**config.mk**
```make
export PLATFORM = sky130hd
export DESIGN_NAME = vorbis_packed_header_parser
export DESIGN_NICKNAME = d
export VERILOG_FILES = /design/src/rtl/core/vphp_pkg.sv /design/src/rtl/core/vorbis_packed_header_parser.sv
export SDC_FILE = /design/constraint.sdc
export NUM_CORES = 1
export LEC_CHECK = 0
export ABC_AREA = 1
export BUFFER_PORTS_ARGS = -buffer_cell sky130_fd_sc_hd__buf_2
export CAP_MARGIN = 20
export CORE_MARGIN = 2
export CORE_UTILIZATION = 51
export CTS_CLUSTER_SIZE = 14
export DETAILED_ROUTE_END_ITERATION = 8
export PLACE_DENSITY = 0.67
export SLEW_MARGIN = 5
export SYNTH_ARGS = -nofsm -noshare
export SYNTH_HDL_FRONTEND = slang
export SYNTH_SLANG_ARGS = --single-unit
```
**constraint.sdc**
```tcl
create_clock -name clock -period 6.05 [get_ports clock]
set_input_delay 0.605 -clock clock [delete_from_list [all_inputs] [get_ports clock]]
set_output_delay 0.605 -clock clock [all_outputs]
set_load 0.01 [all_outputs]
```
**src/rtl/core/vphp_pkg.sv**
```systemverilog
`default_nettype none

package vphp_pkg;

   // result field widths
   localparam int BYTE_W   = 8;
   localparam int COUNT_W  = 9;
   localparam int ID_W     = 24;
   localparam int STATUS_W = 2;

   // results per accepted byte and index into the result buffer
   localparam int MAX_RES  = 5;
   localparam int RES_W    = 3;

   // parser phases
   localparam logic [2:0] PH_FIXED = 3'd0;
   localparam logic [2:0] PH_VAR0  = 3'd1;
   localparam logic [2:0] PH_VAR1  = 3'd2;
   localparam logic [2:0] PH_VAR2  = 3'd3;
   localparam logic [2:0] PH_BODY  = 3'd4;
   localparam logic [2:0] PH_SKIP  = 3'd5;

   // fixed header layout: four count bytes, three id bytes, two length bytes
   localparam logic [3:0] FIX_ID_START  = 4'd4;
   localparam logic [3:0] FIX_LEN_START = 4'd7;
   localparam logic [3:0] FIX_LAST      = 4'd8;

   // status codes
   localparam logic [1:0] ST_OK     = 2'd0;
   localparam logic [1:0] ST_UNIMPL = 2'd1;
   localparam logic [1:0] ST_BAD    = 2'd2;

   // varint fields
   localparam logic [7:0] VARINT_MORE = 8'h80;
   localparam logic [7:0] VARINT_DATA = 8'h7f;

   // header limits and markers
   localparam logic [31:0] PACKED_ONE  = 32'd1;
   localparam logic [31:0] MAX_HEADERS = 32'd3;
   localparam logic [7:0]  XIPH_MARKER = 8'd2;
   localparam logic [7:0]  LACE_FULL   = 8'd255;
   localparam logic [16:0] SEEN_MAX    = 17'h1ffff;

   // x / 255 for 16-bit x: (x * 0x8081) >> 23, exact over the whole range
   localparam logic [15:0] RECIP_255   = 16'h8081;
   localparam int          RECIP_SHIFT = 23;

   typedef struct packed {
      logic [BYTE_W-1:0]   out_byte;
      logic [COUNT_W-1:0]  out_count;
      logic [STATUS_W-1:0] status;
      logic                blob_done;
   } res_type;

endpackage

`default_nettype wire

```
**src/rtl/core/vorbis_packed_header_parser.sv**
```systemverilog
`default_nettype none

// Packed header parser: takes a decoded packed header blob one byte per
// transfer on the req_ channel (req_blob_last marks the final byte) and
// gives Xiph extradata results on the rsp_ channel. Each result asks for
// rsp_out_count copies of rsp_out_byte; a count of 0 is a status-only result.
// rsp_run_last marks the last result caused by one input byte, rsp_blob_done
// the result that ends the blob.
// Latency: the results of a byte appear on rsp_ the cycle after its transfer.
// Throughput: one byte per cycle while each byte gives at most one result
// (fixed bytes, varint bytes, body bytes). The byte closing a passing header
// gives three to five results, drained one per cycle from the result buffer;
// req_ready stays low until the last of them is being taken.
// A stall on rsp_ready holds the current result; a new byte is taken in the
// same cycle as the final pending result, so the two sides overlap.
// Reset clears the parser to the start of a blob, empties the result buffer
// and zeroes the stream identifier.
module vorbis_packed_header_parser (
   input  wire logic                           clock,
   input  wire logic                           reset,
   input  wire logic                           req_valid,
   output logic                                req_ready,
   input  wire logic [vphp_pkg::BYTE_W-1:0]    req_in_byte,
   input  wire logic                           req_blob_last,
   output logic                                rsp_valid,
   input  wire logic                           rsp_ready,
   output logic [vphp_pkg::BYTE_W-1:0]         rsp_out_byte,
   output logic [vphp_pkg::COUNT_W-1:0]        rsp_out_count,
   output logic [vphp_pkg::ID_W-1:0]           rsp_stream_id,
   output logic [vphp_pkg::STATUS_W-1:0]       rsp_status,
   output logic                                rsp_blob_done,
   output logic                                rsp_run_last
);
   import vphp_pkg::*;

   // parser state
   logic [2:0]         phase_ff,   phase_in;
   logic [3:0]         fix_idx_ff, fix_idx_in;
   logic [31:0]        packed_ff,  packed_in;
   logic [ID_W-1:0]    sid_ff,     sid_in;
   logic [15:0]        blen_ff,    blen_in;
   logic [31:0]        acc_ff,     acc_in;
   logic [31:0]        htot_ff,    htot_in;
   logic [31:0]        flen_ff,    flen_in;
   logic [16:0]        seen_ff,    seen_in;
   logic [COUNT_W-1:0] fq_ff,      fq_in;
   logic [BYTE_W-1:0]  fr_ff,      fr_in;

   // result buffer
   res_type            res_ff [MAX_RES];
   res_type            res_in [MAX_RES];
   logic [ID_W-1:0]    rid_ff,     rid_in;
   logic [RES_W-1:0]   num_ff,     num_in;
   logic [RES_W-1:0]   ptr_ff,     ptr_in;

   logic               req_xfer;
   logic               rsp_xfer;
   logic               last_pending;

   // combinational parse terms
   logic [31:0]        acc_new;
   logic               vphase;
   logic               vdone;
   logic [15:0]        blen_eff;
   logic [31:0]        ht_eff;
   logic [31:0]        fl_eff;
   logic [31:0]        sl_eff;
   logic [15:0]        blen_left;
   logic               bad_count;
   logic               bad_len;
   logic               do_finish;
   logic [31:0]        div_prod;
   logic [COUNT_W-1:0] div_q;
   logic [16:0]        div_qx;
   logic [BYTE_W-1:0]  div_r;
   logic [COUNT_W-1:0] sq;
   logic [BYTE_W-1:0]  sr;
   logic [16:0]        seen_inc;

   // handshake: take a byte when the buffer is empty or its last result leaves
   assign rsp_valid    = (ptr_ff != num_ff);
   assign last_pending = rsp_valid && (ptr_ff == num_ff - RES_W'(1));
   assign req_ready    = !rsp_valid || (rsp_ready && last_pending);
   assign req_xfer     = req_valid && req_ready;
   assign rsp_xfer     = rsp_valid && rsp_ready;

   // varint accumulation and header values as the checks see them
   assign acc_new  = {acc_ff[24:0], 7'b0} | {24'b0, req_in_byte & VARINT_DATA};
   assign vphase   = (phase_ff == PH_VAR0) || (phase_ff == PH_VAR1) ||
                     (phase_ff == PH_VAR2);
   assign vdone    = (req_in_byte & VARINT_MORE) == 8'b0;
   assign blen_eff = (phase_ff == PH_FIXED) ? {blen_ff[7:0], req_in_byte} : blen_ff;
   assign ht_eff   = (phase_ff == PH_VAR0 && vdone) ? acc_new : htot_ff;
   assign fl_eff   = (phase_ff == PH_VAR1 && vdone) ? acc_new : flen_ff;
   assign sl_eff   = (phase_ff == PH_VAR2 && vdone) ? acc_new : 32'b0;

   assign blen_left = blen_eff - fl_eff[15:0];
   assign bad_count = (packed_ff != PACKED_ONE) || (ht_eff > MAX_HEADERS);
   assign bad_len   = (fl_eff > {16'b0, blen_eff}) ||
                      (sl_eff > {16'b0, blen_left}) ||
                      (req_blob_last && (blen_eff != 16'b0));

   // header ends here: at the last fixed byte with blob end, at the third
   // varint, or when the blob ends inside a varint
   assign do_finish = ((phase_ff == PH_FIXED) && (fix_idx_ff >= FIX_LAST) &&
                       req_blob_last) ||
                      (vphase && vdone && ((phase_ff == PH_VAR2) || req_blob_last)) ||
                      (vphase && !vdone && req_blob_last);

   // shared divide by 255 of a completed length (only the low 16 bits matter
   // whenever the lengths pass the checks)
   assign div_prod = acc_new[15:0] * RECIP_255;
   assign div_q    = div_prod[31:RECIP_SHIFT];
   assign div_qx   = {div_q, 8'b0} - {8'b0, div_q};
   assign div_r    = acc_new[7:0] - div_qx[7:0];
   assign sq       = (phase_ff == PH_VAR2 && vdone) ? div_q : '0;
   assign sr       = (phase_ff == PH_VAR2 && vdone) ? div_r : '0;

   assign seen_inc = (seen_ff < SEEN_MAX) ? seen_ff + 17'd1 : seen_ff;

   // next parser state and result list for the byte on req_
   always_comb begin
      logic                clr;
      logic [RES_W-1:0]    k;
      logic [STATUS_W-1:0] st;

      phase_in   = phase_ff;
      fix_idx_in = fix_idx_ff;
      packed_in  = packed_ff;
      sid_in     = sid_ff;
      blen_in    = blen_ff;
      acc_in     = acc_ff;
      htot_in    = htot_ff;
      flen_in    = flen_ff;
      seen_in    = seen_ff;
      fq_in      = fq_ff;
      fr_in      = fr_ff;
      rid_in     = sid_ff;
      clr        = 1'b0;
      k          = '0;
      st         = ST_OK;
      for (int j = 0; j < MAX_RES; j++) begin
         res_in[j] = '0;
      end

      unique case (phase_ff) inside
         PH_FIXED: begin
            if (fix_idx_ff < FIX_ID_START) begin
               packed_in = {packed_ff[23:0], req_in_byte};
            end else if (fix_idx_ff < FIX_LEN_START) begin
               sid_in = {sid_ff[15:0], req_in_byte};
               rid_in = {sid_ff[15:0], req_in_byte};
            end else begin
               blen_in = {blen_ff[7:0], req_in_byte};
            end
            if (fix_idx_ff >= FIX_LAST) begin
               fix_idx_in = '0;
               phase_in   = PH_VAR0;
               acc_in     = '0;
            end else if (req_blob_last) begin
               // blob cut inside the fixed bytes
               res_in[0] = '{out_byte: '0, out_count: '0, status: ST_BAD,
                             blob_done: 1'b1};
               rid_in    = '0;
               k         = RES_W'(1);
               clr       = 1'b1;
            end else begin
               fix_idx_in = fix_idx_ff + 4'd1;
            end
         end
         PH_VAR0, PH_VAR1, PH_VAR2: begin
            if (vdone) begin
               if (phase_ff == PH_VAR0) begin
                  htot_in = acc_new;
               end else if (phase_ff == PH_VAR1) begin
                  flen_in = acc_new;
                  fq_in   = div_q;
                  fr_in   = div_r;
               end
               acc_in   = '0;
               phase_in = phase_ff + 3'd1;
            end else if (req_blob_last) begin
               acc_in = '0;
            end else begin
               acc_in = acc_new;
            end
         end
         PH_BODY: begin
            seen_in = seen_inc;
            if (req_blob_last) begin
               st  = (seen_inc == {1'b0, blen_ff}) ? ST_OK : ST_BAD;
               clr = 1'b1;
            end
            res_in[0] = '{out_byte: req_in_byte, out_count: COUNT_W'(1), status: st,
                          blob_done: req_blob_last};
            k = RES_W'(1);
         end
         PH_SKIP: begin
            clr = req_blob_last;
         end
         default: begin
            phase_in = PH_FIXED;
         end
      endcase

      // header checks and Xiph lacing
      if (do_finish) begin
         if (bad_count || bad_len) begin
            res_in[0] = '{out_byte: '0, out_count: '0,
                          status: bad_count ? ST_UNIMPL : ST_BAD, blob_done: 1'b1};
            k = RES_W'(1);
            if (req_blob_last) begin
               clr = 1'b1;
            end else begin
               phase_in = PH_SKIP;
            end
         end else begin
            res_in[0] = '{out_byte: XIPH_MARKER, out_count: COUNT_W'(1), status: ST_OK,
                          blob_done: 1'b0};
            k = RES_W'(1);
            if (fq_ff != '0) begin
               res_in[k] = '{out_byte: LACE_FULL, out_count: fq_ff, status: ST_OK,
                             blob_done: 1'b0};
               k = k + RES_W'(1);
            end
            res_in[k] = '{out_byte: fr_ff, out_count: COUNT_W'(1), status: ST_OK,
                          blob_done: 1'b0};
            k = k + RES_W'(1);
            if (sq != '0) begin
               res_in[k] = '{out_byte: LACE_FULL, out_count: sq, status: ST_OK,
                             blob_done: 1'b0};
               k = k + RES_W'(1);
            end
            res_in[k] = '{out_byte: sr, out_count: COUNT_W'(1), status: ST_OK,
                          blob_done: 1'b0};
            k = k + RES_W'(1);
            if (req_blob_last) begin
               res_in[k - RES_W'(1)].blob_done = 1'b1;
               clr = 1'b1;
            end else begin
               phase_in = PH_BODY;
               seen_in  = '0;
            end
         end
      end

      // blob end: back to the fixed bytes, identifier kept
      if (clr) begin
         phase_in   = PH_FIXED;
         fix_idx_in = '0;
         packed_in  = '0;
         blen_in    = '0;
         acc_in     = '0;
         htot_in    = '0;
         flen_in    = '0;
         seen_in    = '0;
         fq_in      = '0;
         fr_in      = '0;
      end

      num_in = k;
   end

   // buffer pointers
   always_comb begin
      ptr_in = ptr_ff;
      if (rsp_xfer) begin
         ptr_in = ptr_ff + RES_W'(1);
      end
      if (req_xfer) begin
         ptr_in = '0;
      end
   end

   // control registers
   always_ff @(posedge clock) begin
      if (reset) begin
         phase_ff   <= PH_FIXED;
         fix_idx_ff <= '0;
         packed_ff  <= '0;
         sid_ff     <= '0;
         blen_ff    <= '0;
         acc_ff     <= '0;
         htot_ff    <= '0;
         flen_ff    <= '0;
         seen_ff    <= '0;
         fq_ff      <= '0;
         fr_ff      <= '0;
         num_ff     <= '0;
         ptr_ff     <= '0;
      end else begin
         ptr_ff <= ptr_in;
         if (req_xfer) begin
            phase_ff   <= phase_in;
            fix_idx_ff <= fix_idx_in;
            packed_ff  <= packed_in;
            sid_ff     <= sid_in;
            blen_ff    <= blen_in;
            acc_ff     <= acc_in;
            htot_ff    <= htot_in;
            flen_ff    <= flen_in;
            seen_ff    <= seen_in;
            fq_ff      <= fq_in;
            fr_ff      <= fr_in;
            num_ff     <= num_in;
         end
      end
   end

   // result payload registers
   always_ff @(posedge clock) begin
      if (req_xfer) begin
         rid_ff <= rid_in;
         for (int j = 0; j < MAX_RES; j++) begin
            res_ff[j] <= res_in[j];
         end
      end
   end

   // output selection
   assign rsp_out_byte  = res_ff[ptr_ff].out_byte;
   assign rsp_out_count = res_ff[ptr_ff].out_count;
   assign rsp_status    = res_ff[ptr_ff].status;
   assign rsp_blob_done = res_ff[ptr_ff].blob_done;
   assign rsp_stream_id = rid_ff;
   assign rsp_run_last  = last_pending;

   // checks
   a_buf_depth: assert property (@(posedge clock) disable iff (reset)
      (num_ff <= RES_W'(MAX_RES)) && (ptr_ff <= num_ff))
      else $error("result buffer pointer out of range");

   a_overlap: assert property (@(posedge clock) disable iff (reset)
      (req_xfer && rsp_valid) |-> (rsp_ready && last_pending))
      else $error("byte taken while results still pending");

   a_done_last: assert property (@(posedge clock) disable iff (reset)
      (rsp_valid && rsp_blob_done) |-> rsp_run_last)
      else $error("blob end result is not the last of its byte");

   a_status_only: assert property (@(posedge clock) disable iff (reset)
      (rsp_valid && rsp_out_count == '0) |-> (rsp_blob_done && rsp_status != ST_OK))
      else $error("status-only result without blob end");

   a_fix_idx: assert property (@(posedge clock) disable iff (reset)
      (phase_ff != PH_FIXED) |-> (fix_idx_ff == '0))
      else $error("fixed byte index left set outside fixed phase");

   a_drain: assert property (@(posedge clock) disable iff (reset)
      (rsp_xfer && !req_xfer) |=> (ptr_ff == $past(ptr_ff) + RES_W'(1)))
      else $error("result pointer did not advance");

endmodule

`default_nettype wire
```
==> results of run 1 <==
## flip-flops by register name, indices dropped and copies added, names as in the netlist, named ones only
signal / flops
acc_ff: 25
blen_ff: 16
res_ff: 76
packed_ff: 32
seen_ff: 17
fr_ff: 8
fix_idx_ff: 4
fq_ff: 9
sid_ff: 24
flen_ff: 32
num_ff: 3
phase_ff: 3
rsp_stream_id: 24
htot_ff: 30
ptr_ff: 3
## how the worst min path moves through the flow
| stage | start | end | slack [ps] | cells after the start |
|---|---|---|---|---|
| finish | reset | fix_idx_ff[2] | 390 | 4 |
| global route | reset | fix_idx_ff[2] | 400 | 4 |
| CTS | reset | fix_idx_ff[2] | 390 | 4 |
| detailed placement | htot_ff[29] | htot_ff[29] | 450 | 2 |
| global placement | htot_ff[29] | htot_ff[29] | 440 | 2 |
| floorplan | htot_ff[12] | htot_ff[12] | 430 | 2 |
## metrics by stage
step | setup WS [ps] | power (mW) | hold slack, ps | instances
5_1_grt | 68.5 | 5.50 | 399 | 3145
6_report | 573 | 5.27 | 387 | 3145
2_1_floorplan | 1400 | 2.93 | 429 | 2631
3_3_place_gp | 522 | 3.16 | 440 | 3077
3_5_place_dp | 429 | 3.18 | 447 | 3078
4_1_cts | 474 | 5.29 | 386 | 3142
## worst reg2reg max path: cells and delay by family (launching register included)
family | cells | cell delay, ps
simple gates | 13 | 1930
fa+ha+maj | 4 | 1150
flops | 1 | 340
buf+inv | 4 | 580
xor+xnor | 1 | 150
compound gates | 5 | 1200
## cells in the mapped netlist, drive strengths merged
library cell | n | share of area, %
nand2 | 617 | 13
nor2 | 368 | 7.6
xnor2 | 13 | 0.61
a211oi | 4 | 0.16
nand4 | 33 | 1.1
o211ai | 8 | 0.32
a31oi | 14 | 0.47
a21boi | 2 | 0.081
xor2 | 17 | 0.80
nor4 | 13 | 0.44
and3 | 1 | 0.034
o21a | 9 | 0.36
a22oi | 3 | 0.12
dfxtp | 209 | 23
o22ai | 25 | 0.84
a21o | 2 | 0.081
fa | 2 | 0.22
o21bai | 3 | 0.12
clkinv | 6 | 0.12
nor3b | 1 | 0.041
a21oi | 233 | 6.3
nand3 | 114 | 3.1
nor3 | 26 | 0.79
o31ai | 4 | 0.16
nand3b | 3 | 0.12
edfxtp | 100 | 16
or2 | 21 | 0.71
clkbuf | 65 | 1.3
ha | 133 | 9.0
inv | 333 | 6.7
and2 | 3 | 0.10
buf | 43 | 1.3
o21ai | 203 | 5.5
## final cells by class
| type | count | area, µm² |
|---|---|---|
| flip-flops and latches | 309 | 7190 |
| fillers | 3389 | 15200 |
| inverters | 339 | 1270 |
| clock inverters | 13 | 129 |
| clock buffers | 51 | 1020 |
| repair buffers | 97 | 596 |
| multi-input cells | 1875 | 9630 |
| well taps | 461 | 577 |
## layer usage
layer | up-vias | GRT usage [%]
met5 | - | 0
met4 | 0 | 7.83
met3 | 89 | 3.12
met2 | 563 | 45.6
met1 | 8027 | 38.6
li1 | 8614 | -
## where the power goes
group | total (mW) | leakage [nW] | internal (mW) | switching, mW
Clock | 2.13 | 0.561 | 1.26 | 0.873
Combinational | 0.807 | 6.27 | 0.255 | 0.553
Sequential | 2.33 | 2.71 | 2.27 | 0.0618
Total | 5.27 | 9.55 | 3.79 | 1.49
## logic make-up (layout without fill, tap and decap cells)
group	Yosys count	count (layout)	share of synthesized area, %
adders and majority gates	135	135	9.19
xor gates and xnor gates	30	30	1.42
AOI/OAI and AO/OA	510	510	14.5
DFF	309	309	38.8
buffers and inverters	447	500	9.43
and+or+nand+nor	1200	1200	26.7
==> results.md, run 1 <==
- RSZ-0062 raised after global routing: no
- Flop-to-flop setup slack: 570 ps
- # Max-Cap Violations: 0
- Antenna viol nets, final: 0
- TritonRoute pass-1 iters: 6
- Final slew viol count: 0
- Top delay family on crit path: simple AND/OR/NAND/NOR gates
- Vias in the first global route: 16,100
- Final Util: 57.3%
- Kind of critical path: register to register
- Number of port buffers: 59
- Setup TNS Final: 0 ps
- Synth-to-Final Area Change: 10.1%
- CTS resizes: 0
- Worst setup EP type: register
- Slowest stage delay, CP: 410 ps
- Critical Path Source Type: register
- Crit path depth: 27
- Worst-margin pin slew: 1110 ps
- Largest net degree at the start of global routing: 101
- Worst r2r dst: res_ff[3][7]
- CTS tree: yes
- CP max FO: 19
- Metal3 WL: 3.23 mm
- Ys Warns: 0
- GRT Total Usage: 27.7%
- Detailed Route WL: 52.6 mm
- Crit path to: res_ff[3][7]
- Leading cell type in the layout, fill and taps excluded: nand2_1
- Minimum clock period: 5480 ps
- Worst r2r path cells: 27
- I/O pins: 60
- Worst Path Buf+Inv: 4
- Floorplan row count: 69
- R2R Path Start: phase_ff[0]
- Skew final: 18.8 ps
- #FFs+latches synth: 309
- CTS sink count: 309
- CP most frequent cell: nor2_1
- Crit path launch: phase_ff[0]
- Highest metal used: met4
- Placer Congestion: 0.937
- Average wire per standard cell: 16.7 µm
- Root Buffer: clkbuf_16
- Worst path required time: 6420 ps
- Slowest CP cell: fa_1
- Die area: 37,900 µm²
- Die Ht: 195 µm
- Total grt overflow: 0
- Tcrit/Tclk final: 90.5%
- Setup bufs post-CTS: 0
- Max Freq: 0.183 GHz
- Final hold viol count: 0
- Fin nets: 2,805
- Synthesized area: 18,500 µm²
- Avg Cell Area, Syn: 7.05 µm²
- Status: finished, final reports clean
- Seq/Total Area, Yosys: 38.8%
- Synth cell types: 46
- Post-CTS Hold Fix Bufs: 0
- DRT met1 WL: 24.1 mm
- PwrDens: 258 nW/µm²
- Die Wd: 195 µm
- Post-DP HPWL: 38.2 mm
- Core region area: 35,700 µm²
- DR iter-0 viols: 1,543
- Fin area: 20,400 µm²
- Cells after synthesis: 2,631
- Slew headroom: 26.1%
- H-tree levels: 2
- Leak: 9.55 nW
- Maximum VDD drop: 0.000197 V
- Leading cell types in the layout, fill and taps excluded: 607 x nand2_1, 365 x nor2_1, 321 x inv_1, 233 x a21oi_1, 209 x dfxtp_1
- Drc violations: 0
- First-pass GRT wire length: 85.2 mm
- Met2 wire length: 23.8 mm
- Hold Crit Class: input port to register
- Via count: 17,300
- Syn Nets: 2,779
- Vias per cell: 5.50
- Share of cells above drive strength 1: 7.41%
- DP Area: 19,200 µm²
- Initial core utilization: 52.0%
- Inserted Clock Buffers: 35
- Clk pin slew, worst setup/hold paths: 60 ps
- Initial antenna violation count: 0
- Maximum buffer depth of the clock tree: 3
- Ant diodes: 0
- Count of final setup violators: 0
- Clk Latency, worst-skew pair: 530 ps
- Crit path DAT: 5850 ps
Note: power is estimated with default switching activity, not from simulation.
==> inputs of run 2 (changes only) <==
--- a/config.mk
+++ b/config.mk
@@ -9,10 +9,11 @@
 export BUFFER_PORTS_ARGS = -buffer_cell sky130_fd_sc_hd__buf_2
 export CAP_MARGIN = 20
 export CORE_MARGIN = 2
-export CORE_UTILIZATION = 51
+export CORE_UTILIZATION = 55
 export CTS_CLUSTER_SIZE = 14
 export DETAILED_ROUTE_END_ITERATION = 8
-export PLACE_DENSITY = 0.67
+export PLACE_DENSITY = 0.72
+export SKIP_CTS_REPAIR_TIMING = 1
 export SLEW_MARGIN = 5
 export SYNTH_ARGS = -nofsm -noshare
 export SYNTH_HDL_FRONTEND = slang
==> run 2 against run 1 <==
- final cell count shrank 0.48%
- combinational power rose by 0.6%
- worst hold slack better by 26 ps
- die area decreased by 7.1%
- via count shrank 0.73%
- non-clock buffer count increased by 1
- sequential power barely moved
- total power down 1.7%
- flip-flop and latch count is the same
- core utilization increased by 3.7 points
- maximum frequency increased by 0.98%
- register-to-register slack improved by 50 ps
==> results.md, run 2 (same netlist as run 1, synthesis figures left out) <==
- Die Ht: 188 µm
- Maximum VDD drop: 0.000254 V
- Biggest register: res_ff
- CTS sink count: 309
- Clock power share: 39.3%
- Fin cells: 3,130
- Tcrit/Tclk final: 89.7%
- PwrDens: 255 nW/µm²
- Antenna viol nets, final: 0
- Leading cell types in the layout, fill and taps excluded: 606 x nand2_1, 365 x nor2_1, 321 x inv_1, 233 x a21oi_1, 209 x dfxtp_1
- Fin nets: 2,806
- Max Freq: 0.184 GHz
- Flop pwr share: 45.0%
- Max reg flops: 76
- Worst-margin pin slew: 1050 ps
- Core region area: 33,400 µm²
- Share of cells above drive strength 1: 7.38%
- Clk Latency, worst-skew pair: 530 ps
- RSZ-0062 raised after global routing: no
- Crit path DAT: 5800 ps
- CP max FO: 13
- Worst r2r dst: res_ff[2][10]
- Vias per cell: 5.48
- Crit path to: res_ff[2][10]
- Minimum clock period: 5420 ps
- Crit path launch: phase_ff[0]
- Clk pin slew, worst setup/hold paths: 60 ps
- Die Wd: 188 µm
- Leading cell type in the layout, fill and taps excluded: nand2_1
- Fin area: 20,300 µm²
- Switch Pwr: 1.50 mW
- Worst setup EP type: register
- # Max-Cap Violations: 0
- Combinational power share: 15.7%
- Final slew viol count: 0
- Die area: 35,200 µm²
- Hold Crit Class: input port to register
- Final Util: 61.0%
- Internal: 3.69 mW
- Drc violations: 0
- Synth-to-Final Area Change: 9.68%
- Leak: 9.52 nW
- TritonRoute pass-1 iters: 6
- Kind of critical path: register to register
- Switching Fraction: 28.9%
- Maximum buffer depth of the clock tree: 3
- Worst path required time: 6430 ps
- Largest net degree at the start of global routing: 106
- Setup TNS Final: 0 ps
- Initial antenna violation count: 0
- Number of port buffers: 59
- Post-DP HPWL: 37.6 mm
- Skew final: 23.4 ps
- CP most frequent cell: nand2_1
- Status: finished, final reports clean
- Inserted Clock Buffers: 35
- Final hold viol count: 0
- Vias in the first global route: 16,100
- R2R Path Start: phase_ff[0]
- Critical Path Source Type: register
- Average wire per standard cell: 16.7 µm
- Slowest stage delay, CP: 400 ps
- Flop-to-flop setup slack: 630 ps
- CTS tree: yes
- Root Buffer: clkbuf_16
- Slew headroom: 29.6%
- H-tree levels: 2
- First-pass GRT wire length: 83.9 mm
- Detailed Route WL: 52.3 mm
- Worst r2r path cells: 30
- # placed instances: 3,061
- Total grt overflow: 0
- Regs by FF count: res_ff: 76 flops, flen_ff: 32 flops, packed_ff: 32 flops
- Placer Congestion: 0.915
- Ant diodes: 0
- I/O pins: 60
- Initial core utilization: 55.6%
- Via count: 17,200
- Floorplan row count: 67
- DR iter-0 viols: 1,480
- Slowest CP cell: ha_1
- GRT Total Usage: 29.4%
- DP Area: 19,200 µm²
- Count of final setup violators: 0
run 2: metal layers:
layer / track usage (%) / share of wire, %
met5: 0 / 0
met3: 3.41 / 6.5
met2: 49.1 / 46
met4: 8.27 / 2.6
met1: 40.3 / 45
run 2: critical path: cells and delay by family, from the launching register on:
kind,cells,cell delay (ps)
AND/OR/NAND/NOR,16,2250
buffers and inverters,5,670
AO/OA/AOI/OAI,6,1190
flip-flops,1,340
adder cells (fa/ha/maj),3,840
run 2: power groups by stage:
| stage | registers [mW] | clock network [mW] | logic [mW] |
|---|---|---|---|
| finish | 2.33 | 2.04 | 0.812 |
| floorplan | 2.37 | 0 | 0.561 |
| detailed placement | 2.38 | 0 | 0.796 |
| global placement | 2.37 | 0 | 0.781 |
| global route | 2.34 | 2.13 | 0.915 |
| CTS | 2.33 | 2.05 | 0.802 |
run 2: worst min path at each step:
stage	start	to	slack [ps]	depth (start not counted)
6_report	rsp_ready	ptr_ff[1]	410	3
5_1_grt	rsp_ready	ptr_ff[1]	450	3
4_1_cts	rsp_ready	ptr_ff[1]	400	3
3_5_place_dp	htot_ff[23]	htot_ff[23]	450	2
3_3_place_gp	htot_ff[10]	htot_ff[10]	440	2
2_1_floorplan	htot_ff[12]	htot_ff[12]	430	2
run 2: area by class of cell:
cell class | instances | area (µm²)
Fill cell | 3149 | 13000
Multi-Input combinational cell | 1875 | 9640
Sequential cell | 309 | 7190
Inverter | 339 | 1270
Clock buffer | 50 | 995
Timing Repair Buffer | 98 | 598
Tap cell | 448 | 561
Clock inverter | 11 | 86.3
run 2: metrics by stage:
step	hold slack [ps]	power (mW)	worst slack, ps
3_3_place_gp	440	3.15	532
6_report	413	5.18	626
3_5_place_dp	449	3.17	479
4_1_cts	404	5.18	510
5_1_grt	445	5.39	0.140
2_1_floorplan	429	2.93	1400
